--- src/sv/psde_pkg.sv ---
// Shared types, constants and CRC helper for the PNG stored-deflate encoder.
package psde_pkg;

    // Image limits and the stored-block size.
    localparam int unsigned MaxWidth       = 8192;
    localparam int unsigned MaxHeight      = 8192;
    localparam int unsigned StoredBlockMax = 65535;
    localparam int unsigned AdlerMod       = 65521;
    localparam int unsigned CmdDepth       = 4;

    localparam int DIM_W  = 14;
    localparam int COL_W  = 15;
    localparam int ROW_W  = 13;

    localparam logic [31:0] CRC_POLY = 32'hEDB88320;
    localparam logic [31:0] CRC_INIT = 32'hFFFFFFFF;

    // Configuration register indexes.
    localparam logic CFG_WIDTH  = 1'b0;
    localparam logic CFG_HEIGHT = 1'b1;

    // One classified word handed from the front to the back.
    typedef struct packed {
        logic             start;
        logic             filter;
        logic             last;
        logic [7:0]       data;
        logic [DIM_W-1:0] width;
        logic [DIM_W-1:0] height;
    } t_entry;

    // Reflected CRC-32 update over one byte.
    function automatic logic [31:0] crc_byte(input logic [31:0] c_in, input logic [7:0] b);
        logic [31:0] c;
        c = c_in ^ {24'd0, b};
        for (int k = 0; k < 8; k++) begin
            c = c[0] ? (CRC_POLY ^ (c >> 1)) : (c >> 1);
        end
        return c;
    endfunction

endpackage

--- src/sv/psde_cmd_fifo.sv ---
// Short queue of classified words between the front and the back.
module psde_cmd_fifo (
    input  logic            i_clk,
    input  logic            i_rst_n,
    input  logic            i_push,
    input  psde_pkg::t_entry i_data,
    output logic            o_full,
    input  logic            i_pop,
    output psde_pkg::t_entry o_data,
    output logic            o_empty
);
    localparam int PW = $clog2(psde_pkg::CmdDepth);

    psde_pkg::t_entry r_mem [psde_pkg::CmdDepth];
    logic [PW-1:0] r_wr, r_rd;
    logic [PW:0]   r_cnt;
    logic          w_push, w_pop;

    assign o_full  = (r_cnt == (PW+1)'(psde_pkg::CmdDepth));
    assign o_empty = (r_cnt == '0);
    assign w_push  = i_push && !o_full;
    assign w_pop   = i_pop && !o_empty;
    assign o_data  = r_mem[r_rd];

    // Storage.
    always_ff @(posedge i_clk) begin
        if (w_push) begin
            r_mem[r_wr] <= i_data;
        end
    end

    // Pointers and fill count.
    always_ff @(posedge i_clk) begin
        if (!i_rst_n) begin
            r_wr  <= '0;
            r_rd  <= '0;
            r_cnt <= '0;
        end else begin
            if (w_push) r_wr <= r_wr + 1'b1;
            if (w_pop)  r_rd <= r_rd + 1'b1;
            r_cnt <= r_cnt + (PW+1)'(w_push) - (PW+1)'(w_pop);
        end
    end
endmodule

--- src/sv/psde_front.sv ---
// Front end: configuration registers, row/column tracking and word classification.
module psde_front (
    input  logic                       i_clk,
    input  logic                       i_rst_n,
    input  logic                       i_cfg_we,
    input  logic                       i_cfg_addr,
    input  logic [psde_pkg::DIM_W-1:0] i_cfg_wdata,
    input  logic                       i_push,
    input  logic [7:0]                 i_sample_byte,
    input  logic                       i_q_full,
    output logic                       o_q_push,
    output psde_pkg::t_entry           o_q_data
);
    logic [psde_pkg::DIM_W-1:0] r_cfg_w, r_cfg_h, r_w, r_h;
    logic [psde_pkg::DIM_W-1:0] w_weff, w_heff, w_wm1, w_hm1;
    logic [psde_pkg::COL_W-1:0] r_col;
    logic [psde_pkg::ROW_W-1:0] r_row;
    logic r_started, r_done;
    logic w_acc, w_row_end, w_last;

    function automatic logic [psde_pkg::DIM_W-1:0] clamp_dim(
        input logic [psde_pkg::DIM_W-1:0] v, input logic [psde_pkg::DIM_W-1:0] mx);
        if (v == '0)  return psde_pkg::DIM_W'(1);
        if (v > mx)   return mx;
        return v;
    endfunction

    // Dimensions in force: latched at stream start, else from the registers.
    assign w_weff = r_started ? r_w :
                    clamp_dim(r_cfg_w, psde_pkg::DIM_W'(psde_pkg::MaxWidth));
    assign w_heff = r_started ? r_h :
                    clamp_dim(r_cfg_h, psde_pkg::DIM_W'(psde_pkg::MaxHeight));
    assign w_wm1  = w_weff - psde_pkg::DIM_W'(1);
    assign w_hm1  = w_heff - psde_pkg::DIM_W'(1);

    assign w_acc     = i_push && !i_q_full;
    assign w_row_end = (r_col == {w_wm1[psde_pkg::ROW_W-1:0], 2'b11});
    assign w_last    = w_row_end && (r_row == w_hm1[psde_pkg::ROW_W-1:0]);

    // Classified word; samples after the end of the image are dropped here.
    assign o_q_push        = w_acc && !r_done;
    assign o_q_data.start  = !r_started;
    assign o_q_data.filter = (r_col == '0);
    assign o_q_data.last   = w_last;
    assign o_q_data.data   = i_sample_byte;
    assign o_q_data.width  = w_weff;
    assign o_q_data.height = w_heff;

    // Configuration registers.
    always_ff @(posedge i_clk) begin
        if (!i_rst_n) begin
            r_cfg_w <= psde_pkg::DIM_W'(640);
            r_cfg_h <= psde_pkg::DIM_W'(480);
        end else if (i_cfg_we) begin
            if (i_cfg_addr == psde_pkg::CFG_WIDTH)  r_cfg_w <= i_cfg_wdata;
            if (i_cfg_addr == psde_pkg::CFG_HEIGHT) r_cfg_h <= i_cfg_wdata;
        end
    end

    // Stream position.
    always_ff @(posedge i_clk) begin
        if (!i_rst_n) begin
            r_started <= 1'b0;
            r_done    <= 1'b0;
            r_col     <= '0;
            r_row     <= '0;
        end else if (o_q_push) begin
            r_started <= 1'b1;
            if (w_last) r_done <= 1'b1;
            if (w_row_end) begin
                r_col <= '0;
                r_row <= r_row + 1'b1;
            end else begin
                r_col <= r_col + 1'b1;
            end
        end
    end

    // Latched dimensions.
    always_ff @(posedge i_clk) begin
        if (o_q_push && !r_started) begin
            r_w <= w_weff;
            r_h <= w_heff;
        end
    end
endmodule

--- src/sv/psde_back.sv ---
// Back end: byte sequencer, CRC-32, Adler-32, stored-block framing and output queue.
module psde_back (
    input  logic             i_clk,
    input  logic             i_rst_n,
    input  psde_pkg::t_entry i_q_data,
    input  logic             i_q_empty,
    output logic             o_q_pop,
    output logic             o_empty,
    input  logic             i_pop,
    output logic [7:0]       o_out_byte,
    output logic             o_file_end
);
    localparam logic [1:0] PH_HDR   = 2'd0;
    localparam logic [1:0] PH_FILT  = 2'd1;
    localparam logic [1:0] PH_DATA  = 2'd2;
    localparam logic [1:0] PH_TRAIL = 2'd3;
    localparam logic [5:0] HDR_LAST   = 6'd42;
    localparam logic [5:0] TRAIL_LAST = 6'd19;

    psde_pkg::t_entry r_cur;
    logic [1:0]  r_ph, n_ph;
    logic [5:0]  r_idx, n_idx;
    logic [2:0]  r_bh, n_bh;
    logic        r_busy, n_busy, r_done, n_done;
    logic [15:0] r_blk_left, n_blk_left;
    logic [29:0] r_raw_pos, n_raw_pos;
    logic [15:0] r_alo, n_alo, r_ahi, n_ahi;
    logic [31:0] r_crc;
    logic [psde_pkg::DIM_W-1:0] r_w, r_h;
    logic [29:0] r_raw_total;
    logic [14:0] r_blocks;
    logic [31:0] r_idat_len;

    logic [1:0]  r_oq_cnt;
    logic        r_oq_rd;
    logic [7:0]  r_oq_byte [2];
    logic        r_oq_end  [2];

    logic [7:0]  v_byte;
    logic        v_crc_en, v_crc_rst, v_end, v_bh;
    logic        w_emit, w_load, w_oq_pop, w_final;
    logic [29:0] w_rem;
    logic [15:0] w_len, w_nlen;
    logic [31:0] w_crc_out, w_adler;
    logic [16:0] w_lo_s, w_hi_s;
    logic [15:0] w_lo_n;
    logic [30:0] w_bx;
    logic [31:0] w_bt;

    // Length of the IDAT payload, worked out in a short pipeline after start.
    assign w_bx = {1'b0, r_raw_total} + 31'(psde_pkg::StoredBlockMax - 1);
    assign w_bt = {1'b0, w_bx} + {16'd0, w_bx[30:16]} + 32'd1;
    always_ff @(posedge i_clk) begin
        r_raw_total <= 30'(r_h) * 30'({r_w, 2'b01});
        r_blocks    <= w_bt[30:16];
        r_idat_len  <= {2'b00, r_raw_total} + 32'(r_blocks) * 32'd5 + 32'd6;
    end

    // Stored-block header fields.
    assign w_rem     = r_raw_total - r_raw_pos;
    assign w_final   = (w_rem <= 30'(psde_pkg::StoredBlockMax));
    assign w_len     = w_final ? w_rem[15:0] : 16'(psde_pkg::StoredBlockMax);
    assign w_nlen    = ~w_len;
    assign w_crc_out = r_crc ^ psde_pkg::CRC_INIT;
    assign w_adler   = {r_ahi, r_alo};

    // Adler-32 update, reduced on every byte.
    assign w_lo_s = {1'b0, r_alo} + {9'd0, v_byte};
    assign w_lo_n = (w_lo_s >= 17'(psde_pkg::AdlerMod)) ?
                    16'(w_lo_s - 17'(psde_pkg::AdlerMod)) : w_lo_s[15:0];
    assign w_hi_s = {1'b0, r_ahi} + {1'b0, w_lo_n};

    // Byte to emit in the current step.
    always_comb begin
        v_byte    = 8'd0;
        v_crc_en  = 1'b0;
        v_crc_rst = 1'b0;
        v_end     = 1'b0;
        v_bh      = 1'b0;
        unique case (r_ph)
            PH_HDR: begin
                case (r_idx)
                    6'd0:  v_byte = 8'd137;
                    6'd1:  v_byte = 8'd80;
                    6'd2:  v_byte = 8'd78;
                    6'd3:  v_byte = 8'd71;
                    6'd4:  v_byte = 8'd13;
                    6'd5:  v_byte = 8'd10;
                    6'd6:  v_byte = 8'd26;
                    6'd7:  v_byte = 8'd10;
                    6'd11: v_byte = 8'd13;
                    6'd12: begin v_byte = "I"; v_crc_en = 1'b1; v_crc_rst = 1'b1; end
                    6'd13: begin v_byte = "H"; v_crc_en = 1'b1; end
                    6'd14: begin v_byte = "D"; v_crc_en = 1'b1; end
                    6'd15: begin v_byte = "R"; v_crc_en = 1'b1; end
                    6'd16, 6'd17, 6'd20, 6'd21, 6'd26, 6'd27, 6'd28: v_crc_en = 1'b1;
                    6'd18: begin v_byte = {2'b00, r_cur.width[13:8]};  v_crc_en = 1'b1; end
                    6'd19: begin v_byte = r_cur.width[7:0];            v_crc_en = 1'b1; end
                    6'd22: begin v_byte = {2'b00, r_cur.height[13:8]}; v_crc_en = 1'b1; end
                    6'd23: begin v_byte = r_cur.height[7:0];           v_crc_en = 1'b1; end
                    6'd24: begin v_byte = 8'd8; v_crc_en = 1'b1; end
                    6'd25: begin v_byte = 8'd6; v_crc_en = 1'b1; end
                    6'd29: v_byte = w_crc_out[31:24];
                    6'd30: v_byte = w_crc_out[23:16];
                    6'd31: v_byte = w_crc_out[15:8];
                    6'd32: v_byte = w_crc_out[7:0];
                    6'd33: v_byte = r_idat_len[31:24];
                    6'd34: v_byte = r_idat_len[23:16];
                    6'd35: v_byte = r_idat_len[15:8];
                    6'd36: v_byte = r_idat_len[7:0];
                    6'd37: begin v_byte = "I"; v_crc_en = 1'b1; v_crc_rst = 1'b1; end
                    6'd38: begin v_byte = "D"; v_crc_en = 1'b1; end
                    6'd39: begin v_byte = "A"; v_crc_en = 1'b1; end
                    6'd40: begin v_byte = "T"; v_crc_en = 1'b1; end
                    6'd41: begin v_byte = 8'h78; v_crc_en = 1'b1; end
                    6'd42: begin v_byte = 8'h01; v_crc_en = 1'b1; end
                    default: v_byte = 8'd0;
                endcase
            end
            PH_FILT, PH_DATA: begin
                v_crc_en = 1'b1;
                if (r_blk_left == '0) begin
                    v_bh = 1'b1;
                    case (r_bh)
                        3'd0:    v_byte = {7'd0, w_final};
                        3'd1:    v_byte = w_len[7:0];
                        3'd2:    v_byte = w_len[15:8];
                        3'd3:    v_byte = w_nlen[7:0];
                        default: v_byte = w_nlen[15:8];
                    endcase
                end else begin
                    v_byte = (r_ph == PH_FILT) ? 8'd0 : r_cur.data;
                end
            end
            PH_TRAIL: begin
                case (r_idx)
                    6'd0:  begin v_byte = w_adler[31:24]; v_crc_en = 1'b1; end
                    6'd1:  begin v_byte = w_adler[23:16]; v_crc_en = 1'b1; end
                    6'd2:  begin v_byte = w_adler[15:8];  v_crc_en = 1'b1; end
                    6'd3:  begin v_byte = w_adler[7:0];   v_crc_en = 1'b1; end
                    6'd4,  6'd16: v_byte = w_crc_out[31:24];
                    6'd5,  6'd17: v_byte = w_crc_out[23:16];
                    6'd6,  6'd18: v_byte = w_crc_out[15:8];
                    6'd7:  v_byte = w_crc_out[7:0];
                    6'd19: begin v_byte = w_crc_out[7:0]; v_end = 1'b1; end
                    6'd12: begin v_byte = "I"; v_crc_en = 1'b1; v_crc_rst = 1'b1; end
                    6'd13: begin v_byte = "E"; v_crc_en = 1'b1; end
                    6'd14: begin v_byte = "N"; v_crc_en = 1'b1; end
                    6'd15: begin v_byte = "D"; v_crc_en = 1'b1; end
                    default: v_byte = 8'd0;
                endcase
            end
            default: v_byte = 8'd0;
        endcase
    end

    assign w_emit = r_busy && (r_oq_cnt != 2'd2);

    // Sequencer: step through the current word and fetch the next one.
    always_comb begin
        n_ph       = r_ph;
        n_idx      = r_idx;
        n_bh       = r_bh;
        n_busy     = r_busy;
        n_done     = r_done;
        n_blk_left = r_blk_left;
        n_raw_pos  = r_raw_pos;
        n_alo      = r_alo;
        n_ahi      = r_ahi;
        if (w_emit) begin
            unique case (r_ph)
                PH_HDR: begin
                    if (r_idx == HDR_LAST) begin
                        n_idx = '0;
                        n_ph  = r_cur.filter ? PH_FILT : PH_DATA;
                    end else begin
                        n_idx = r_idx + 1'b1;
                    end
                end
                PH_FILT, PH_DATA: begin
                    if (v_bh) begin
                        if (r_bh == 3'd4) begin
                            n_bh       = '0;
                            n_blk_left = w_len;
                        end else begin
                            n_bh = r_bh + 1'b1;
                        end
                    end else begin
                        n_blk_left = r_blk_left - 1'b1;
                        n_raw_pos  = r_raw_pos + 1'b1;
                        n_alo      = w_lo_n;
                        n_ahi      = (w_hi_s >= 17'(psde_pkg::AdlerMod)) ?
                                     16'(w_hi_s - 17'(psde_pkg::AdlerMod)) : w_hi_s[15:0];
                        if (r_ph == PH_FILT) begin
                            n_ph = PH_DATA;
                        end else if (r_cur.last) begin
                            n_ph  = PH_TRAIL;
                            n_idx = '0;
                        end else begin
                            n_busy = 1'b0;
                        end
                    end
                end
                PH_TRAIL: begin
                    if (r_idx == TRAIL_LAST) begin
                        n_busy = 1'b0;
                        n_done = 1'b1;
                    end else begin
                        n_idx = r_idx + 1'b1;
                    end
                end
                default: n_ph = r_ph;
            endcase
        end
        w_load = !n_busy && !n_done && !i_q_empty;
        if (w_load) begin
            n_busy = 1'b1;
            n_idx  = '0;
            n_ph   = i_q_data.start ? PH_HDR : (i_q_data.filter ? PH_FILT : PH_DATA);
        end
    end

    assign o_q_pop = w_load;

    // Control registers.
    always_ff @(posedge i_clk) begin
        if (!i_rst_n) begin
            r_ph       <= PH_HDR;
            r_idx      <= '0;
            r_bh       <= '0;
            r_busy     <= 1'b0;
            r_done     <= 1'b0;
            r_blk_left <= '0;
            r_raw_pos  <= '0;
            r_alo      <= 16'd1;
            r_ahi      <= '0;
            r_crc      <= psde_pkg::CRC_INIT;
        end else begin
            r_ph       <= n_ph;
            r_idx      <= n_idx;
            r_bh       <= n_bh;
            r_busy     <= n_busy;
            r_done     <= n_done;
            r_blk_left <= n_blk_left;
            r_raw_pos  <= n_raw_pos;
            r_alo      <= n_alo;
            r_ahi      <= n_ahi;
            if (w_emit && v_crc_en) begin
                r_crc <= psde_pkg::crc_byte(v_crc_rst ? psde_pkg::CRC_INIT : r_crc, v_byte);
            end
        end
    end

    // Current word and dimensions for this stream.
    always_ff @(posedge i_clk) begin
        if (w_load) begin
            r_cur <= i_q_data;
            if (i_q_data.start) begin
                r_w <= i_q_data.width;
                r_h <= i_q_data.height;
            end
        end
    end

    // Two-entry output queue.
    assign w_oq_pop   = i_pop && (r_oq_cnt != 2'd0);
    assign o_empty    = (r_oq_cnt == 2'd0);
    assign o_out_byte = r_oq_byte[r_oq_rd];
    assign o_file_end = r_oq_end[r_oq_rd];

    always_ff @(posedge i_clk) begin
        if (w_emit) begin
            r_oq_byte[r_oq_rd ^ r_oq_cnt[0]] <= v_byte;
            r_oq_end[r_oq_rd ^ r_oq_cnt[0]]  <= v_end;
        end
    end

    always_ff @(posedge i_clk) begin
        if (!i_rst_n) begin
            r_oq_cnt <= '0;
            r_oq_rd  <= 1'b0;
        end else begin
            r_oq_cnt <= r_oq_cnt + 2'(w_emit) - 2'(w_oq_pop);
            if (w_oq_pop) r_oq_rd <= ~r_oq_rd;
        end
    end

`ifndef ASSERT_OFF
    a_oq_bound: assert property (@(posedge i_clk) disable iff (!i_rst_n)
        r_oq_cnt != 2'd3)
        else $error("output queue count out of range");
    a_no_work_after_end: assert property (@(posedge i_clk) disable iff (!i_rst_n)
        r_done |-> !r_busy && !o_q_pop)
        else $error("work fetched after the stream ended");
    a_hdr_idx: assert property (@(posedge i_clk) disable iff (!i_rst_n)
        (r_busy && r_ph == PH_HDR) |-> r_idx <= HDR_LAST)
        else $error("header index out of range");
    a_end_marks_done: assert property (@(posedge i_clk) disable iff (!i_rst_n)
        (w_emit && v_end) |=> r_done)
        else $error("last byte emitted without finishing");
`endif
endmodule

--- src/sv/png_stored_deflate_encoder_core.sv ---
// Top level of the streaming RGBA8 PNG encoder with stored deflate blocks.
// Sample bytes (R,G,B,A per pixel, rows top first) are pushed in; the PNG file
// comes out one byte per word on the result queue, with o_file_end set on the
// last IEND byte. Width and height registers are clamped to 1..8192 and latched
// by the first sample. The back end emits one byte per cycle while its output
// queue has room; the first sample adds 43 header bytes, during which the
// four-word queue fills and push stalls. Every 65535 raw bytes add a 5-byte
// block header, each row adds its filter byte, and the last sample adds 20
// trailer bytes. Samples after the end of the image are accepted and dropped.
module png_stored_deflate_encoder_core (
    input  logic                       i_clk,
    input  logic                       i_rst_n,
    input  logic                       i_cfg_we,
    input  logic                       i_cfg_addr,
    input  logic [psde_pkg::DIM_W-1:0] i_cfg_wdata,
    input  logic                       i_push,
    output logic                       o_full,
    input  logic [7:0]                 i_sample_byte,
    output logic                       o_empty,
    input  logic                       i_pop,
    output logic [7:0]                 o_out_byte,
    output logic                       o_file_end
);
    psde_pkg::t_entry w_fq_in, w_fq_out;
    logic w_fq_push, w_fq_pop, w_fq_empty;

    psde_front u_front (
        .i_clk         (i_clk),
        .i_rst_n       (i_rst_n),
        .i_cfg_we      (i_cfg_we),
        .i_cfg_addr    (i_cfg_addr),
        .i_cfg_wdata   (i_cfg_wdata),
        .i_push        (i_push),
        .i_sample_byte (i_sample_byte),
        .i_q_full      (o_full),
        .o_q_push      (w_fq_push),
        .o_q_data      (w_fq_in)
    );

    psde_cmd_fifo u_fifo (
        .i_clk   (i_clk),
        .i_rst_n (i_rst_n),
        .i_push  (w_fq_push),
        .i_data  (w_fq_in),
        .o_full  (o_full),
        .i_pop   (w_fq_pop),
        .o_data  (w_fq_out),
        .o_empty (w_fq_empty)
    );

    psde_back u_back (
        .i_clk      (i_clk),
        .i_rst_n    (i_rst_n),
        .i_q_data   (w_fq_out),
        .i_q_empty  (w_fq_empty),
        .o_q_pop    (w_fq_pop),
        .o_empty    (o_empty),
        .i_pop      (i_pop),
        .o_out_byte (o_out_byte),
        .o_file_end (o_file_end)
    );
endmodule

--- config.mk ---
export PLATFORM = sky130hd
export DESIGN_NAME = png_stored_deflate_encoder_core
export DESIGN_NICKNAME = d
export VERILOG_FILES = /design/src/sv/psde_pkg.sv /design/src/sv/psde_cmd_fifo.sv /design/src/sv/psde_front.sv /design/src/sv/psde_back.sv /design/src/sv/png_stored_deflate_encoder_core.sv
export SDC_FILE = /design/constraint.sdc
export NUM_CORES = 2
export LEC_CHECK = 0
export ABC_CLOCK_PERIOD_IN_PS = 17150
export BUFFER_PORTS_ARGS = -buffer_cell sky130_fd_sc_hd__buf_2
export CAP_MARGIN = 10
export CORE_UTILIZATION = 30
export DETAILED_ROUTE_END_ITERATION = 16
export PLACE_DENSITY = 0.41
export SLEW_MARGIN = 40
export SYNTH_ARGS = -nofsm -noshare
export SYNTH_HDL_FRONTEND = slang
export SYNTH_HIERARCHICAL = 1
export SYNTH_SLANG_ARGS = --single-unit
--- constraint.sdc ---
create_clock -name i_clk -period 17.15 [get_ports i_clk]
set_clock_uncertainty 0.15 [all_clocks]
set_input_delay 4.2875 -clock i_clk [delete_from_list [all_inputs] [get_ports i_clk]]
set_output_delay 4.2875 -clock i_clk [all_outputs]
set_load 0.005 [all_outputs]
==> summary.md <==
| Metric | Value |
|---|---|
| Vias per cell | `4.99` |
| Die X-Extent | `354 µm` |
| Internal reg-to-reg setup slack | `5680 ps` |
| Drt first pass iters | `5` |
| Skew-Pair Late Insertion Delay | `640 ps` |
| CTS sink count | `538` |
| Post-synth EDFFs | `268` |
| Number of nets with antenna violations after detailed routing | `0` |
| Rows | `128` |
| DRC Markers | `0` |
| Worst Setup Path Type | `reg -> reg` |
| Initial Utilization | `0.304` |
| GPL Wtd Cong | `0.874` |
| Post-Syn Nets | `4311` |
| Element type at the critical path end | `flop` |
| Bufs and invs on worst path | `3` |
| RSZ-0062 raised after global routing | `no` |
| Normalized max-slew margin | `0.421` |
| Largest net degree at the start of global routing | `82` |
| Fin nets | `4295` |
| Sequential element share of the synthesized area | `0.361` |
| Drt wl/cell | `20.5 µm` |
| Status | `complete, no violations` |
| N_diodes | `0` |
| Vias in the first global route | `27700` |
| Proportion of layout cells with a drive suffix above 1 | `0.0815` |
| Total GRT Usage | `0.180` |
| Syn Std Cell Area | `0.0373 mm²` |
| CTS Buf Count | `66` |
| HP Class | `reg -> reg` |
| Clock Path Buffers | `3` |
| Hold Buf Count CTS | `0` |
| Initial antenna violation count | `6` |
| Max Cap Viol | `0` |
| DR iter-0 viols | `1894` |
| Worst Path Arrival | `11800 ps` |
| Endpoints failing setup | `0` |
| Total number of H-tree levels | `3` |
| Die Y | `354 µm` |
| Max-slew violation count | `0` |
| Post-synth ARST share | `0` |
| I/O pin count | `39` |
| Distinct cells, synth | `115` |
| Port Buffers | `38` |
| Final period demand of the worst path | `11470 ps` |
| YS warnings | `6` |
| Avg Synthesized Cell Area | `9.64 µm²` |
| Achievable Freq | `87.2 MHz` |
| Resized Gates After CTS | `0` |
| Via count | `27600` |
| Fin. Hold Viols | `0` |
| Max incr delay on CP | `560 ps` |
| Layout area overhead | `11.1%` |
| Total Routed Length | `114000 µm` |
| Crit path launch type | `flop` |
| Worst slew pin tran | `865 ps` |
| Number of synthesized register bits | `538` |
| Req. time, crit path | `17480 ps` |
| Main synth FF type | `dfxtp_1` |
| CP dominant cell by count | `a21o_1` |
| Final Cycle Share | `0.669` |
| Detailed-placement wirelength estimate | `85300 µm` |
| Post-CTS Setup Bufs | `0` |
| Total grt overflow | `0` |
| Core Box Area | `0.123 mm²` |
| Root Buffer Master | `clkbuf_16` |
| Worst-path clk slew | `60 ps` |
| Die ar. | `0.126 mm²` |
| First-pass GRT wire length | `174000 µm` |
| CTS tree | `built` |
| Synthesized instance count | `3864` |
| CP max-delay cell | `o21ai_0` |
| Post-route setup TNS | `0 ps` |
| CP Max Fanout | `16` |
| Cell family with most CP delay | `compound AO/OA/AOI/OAI gates` |
-- Yosys cell counts (31+ instances only) --
cell      instances  area (µm²)
ha_1            247        3090
o21ai_0         143         716
clkbuf_1        112         420
nor3_1           67         335
and3_1           43         269
nand4_1          50         313
edfxtp_1        268        8050
nor2b_1          32         200
a21boi_0         38         285
and2_1          125         782
mux4_2           39         878
nor2_1          304        1140
fa_1            172        3440
o211ai_1         31         233
nand2_1         433        1630
inv_1           360        1350
dfxtp_1         270        5410
xnor2_1         185        1620
xor2_1           80         701
mux2i_1          32         320
nand2b_1         39         244
nand3_1          87         435
a21oi_1         176         881
-- cells in the final DEF (no fill, tap or decap), drive strengths merged, types with 43 or more instances in the layout --
cell    count
nand2     433
nand3      87
dfxtp     270
nor3       69
xor2       80
and2      128
nand4      52
buf        80
o21ai     152
ha        247
xnor2     191
a21oi     182
edfxtp    268
fa        172
and3       43
nor2      307
clkbuf     95
inv       364
-- cell families after synthesis --
logic type,count (synthesis),share of synthesized area
AND/OR/NAND/NOR,1324,0.173
buffers and inverters,525,0.0571
XOR/XNOR,284,0.0741
flip-flops,538,0.361
AO/OA/AOI/OAI,686,0.122
adder cells (fa/ha/maj),419,0.175
multiplexers,88,0.0375
-- flip-flops by register name, indices dropped and copies added, names as in the netlist, 15 cells and up, named ones only --
register	cells
u_fifo/r_mem	156
u_back/r_cur	38
u_back/r_crc	32
u_back/r_idat_len	31
u_back/r_raw_pos	30
u_back/r_raw_total	30
u_back/r_ahi	16
u_back/r_alo	16
u_back/r_blk_left	16
u_back/r_oq_byte	16
u_back/r_blocks	15
u_front/r_col	15
-- stage by stage --
stage | hold slack [ps] | util | cell area (µm²) | setup WS (ps) | cells
final | 323 | 0.338 | 41400 | 5680 | 5527
after global routing | 345 | 0.338 | 41400 | 4480 | 5527
after CTS | 321 | 0.337 | 41300 | 5480 | 5526
after detailed placement | 315 | 0.319 | 39100 | 5570 | 5404
after global placement | 307 | 0.319 | 39100 | 5680 | 5402
after floorplan | 253 | - | 37300 | 6720 | 3864
-- routing by layer --
metal | global-route usage | vias to the layer above | part of all wire | wire length (µm)
li1 | - | 13400 | - | -
met1 | 0.250 | 13500 | 0.47 | 53200
met2 | 0.297 | 558 | 0.47 | 53100
met3 | 0.0208 | 143 | 0.037 | 4230
met4 | 0.0486 | 2 | 0.026 | 2950
met5 | 0 | - | 0.00015 | 17
-- path summary, 6_finish.rpt --
path / startpoint / endpoint / cells past startpoint
hold reg to reg: u_back/r_blk_left[1] / u_back/r_blk_left[1] / 2
setup / recovery: u_back/r_raw_pos[14] / u_back/r_ahi[12] / 45
hold / removal: u_back/r_blk_left[1] / u_back/r_blk_left[1] / 2
setup reg to reg: u_back/r_raw_pos[14] / u_back/r_ahi[12] / 45
-- cell type report --
| class | instances | area (µm²) |
|---|---|---|
| Fill cell | 12600 | 81100 |
| Clock inverter | 27 | 334 |
| Inverter | 361 | 1360 |
| Multi-Input combinational cell | 2801 | 21800 |
| Sequential cell | 538 | 13500 |
| Clock buffer | 95 | 1910 |
| Timing Repair Buffer | 80 | 519 |
| Tap cell | 1625 | 2030 |
-- worst register-to-register path: cells and delay by family (launching register included) --
family	cells	cell delay [ps]
XOR/XNOR	2	370
multiplexers	1	330
AND/OR/NAND/NOR	11	2750
AO/OA/AOI/OAI	24	5690
buffers and inverters	3	390
flip-flops	1	370
adder cells (fa/ha/maj)	4	1230
Power is not shown: default switching activity piles up to over one toggle a cycle in this logic, so the estimate is an artifact.
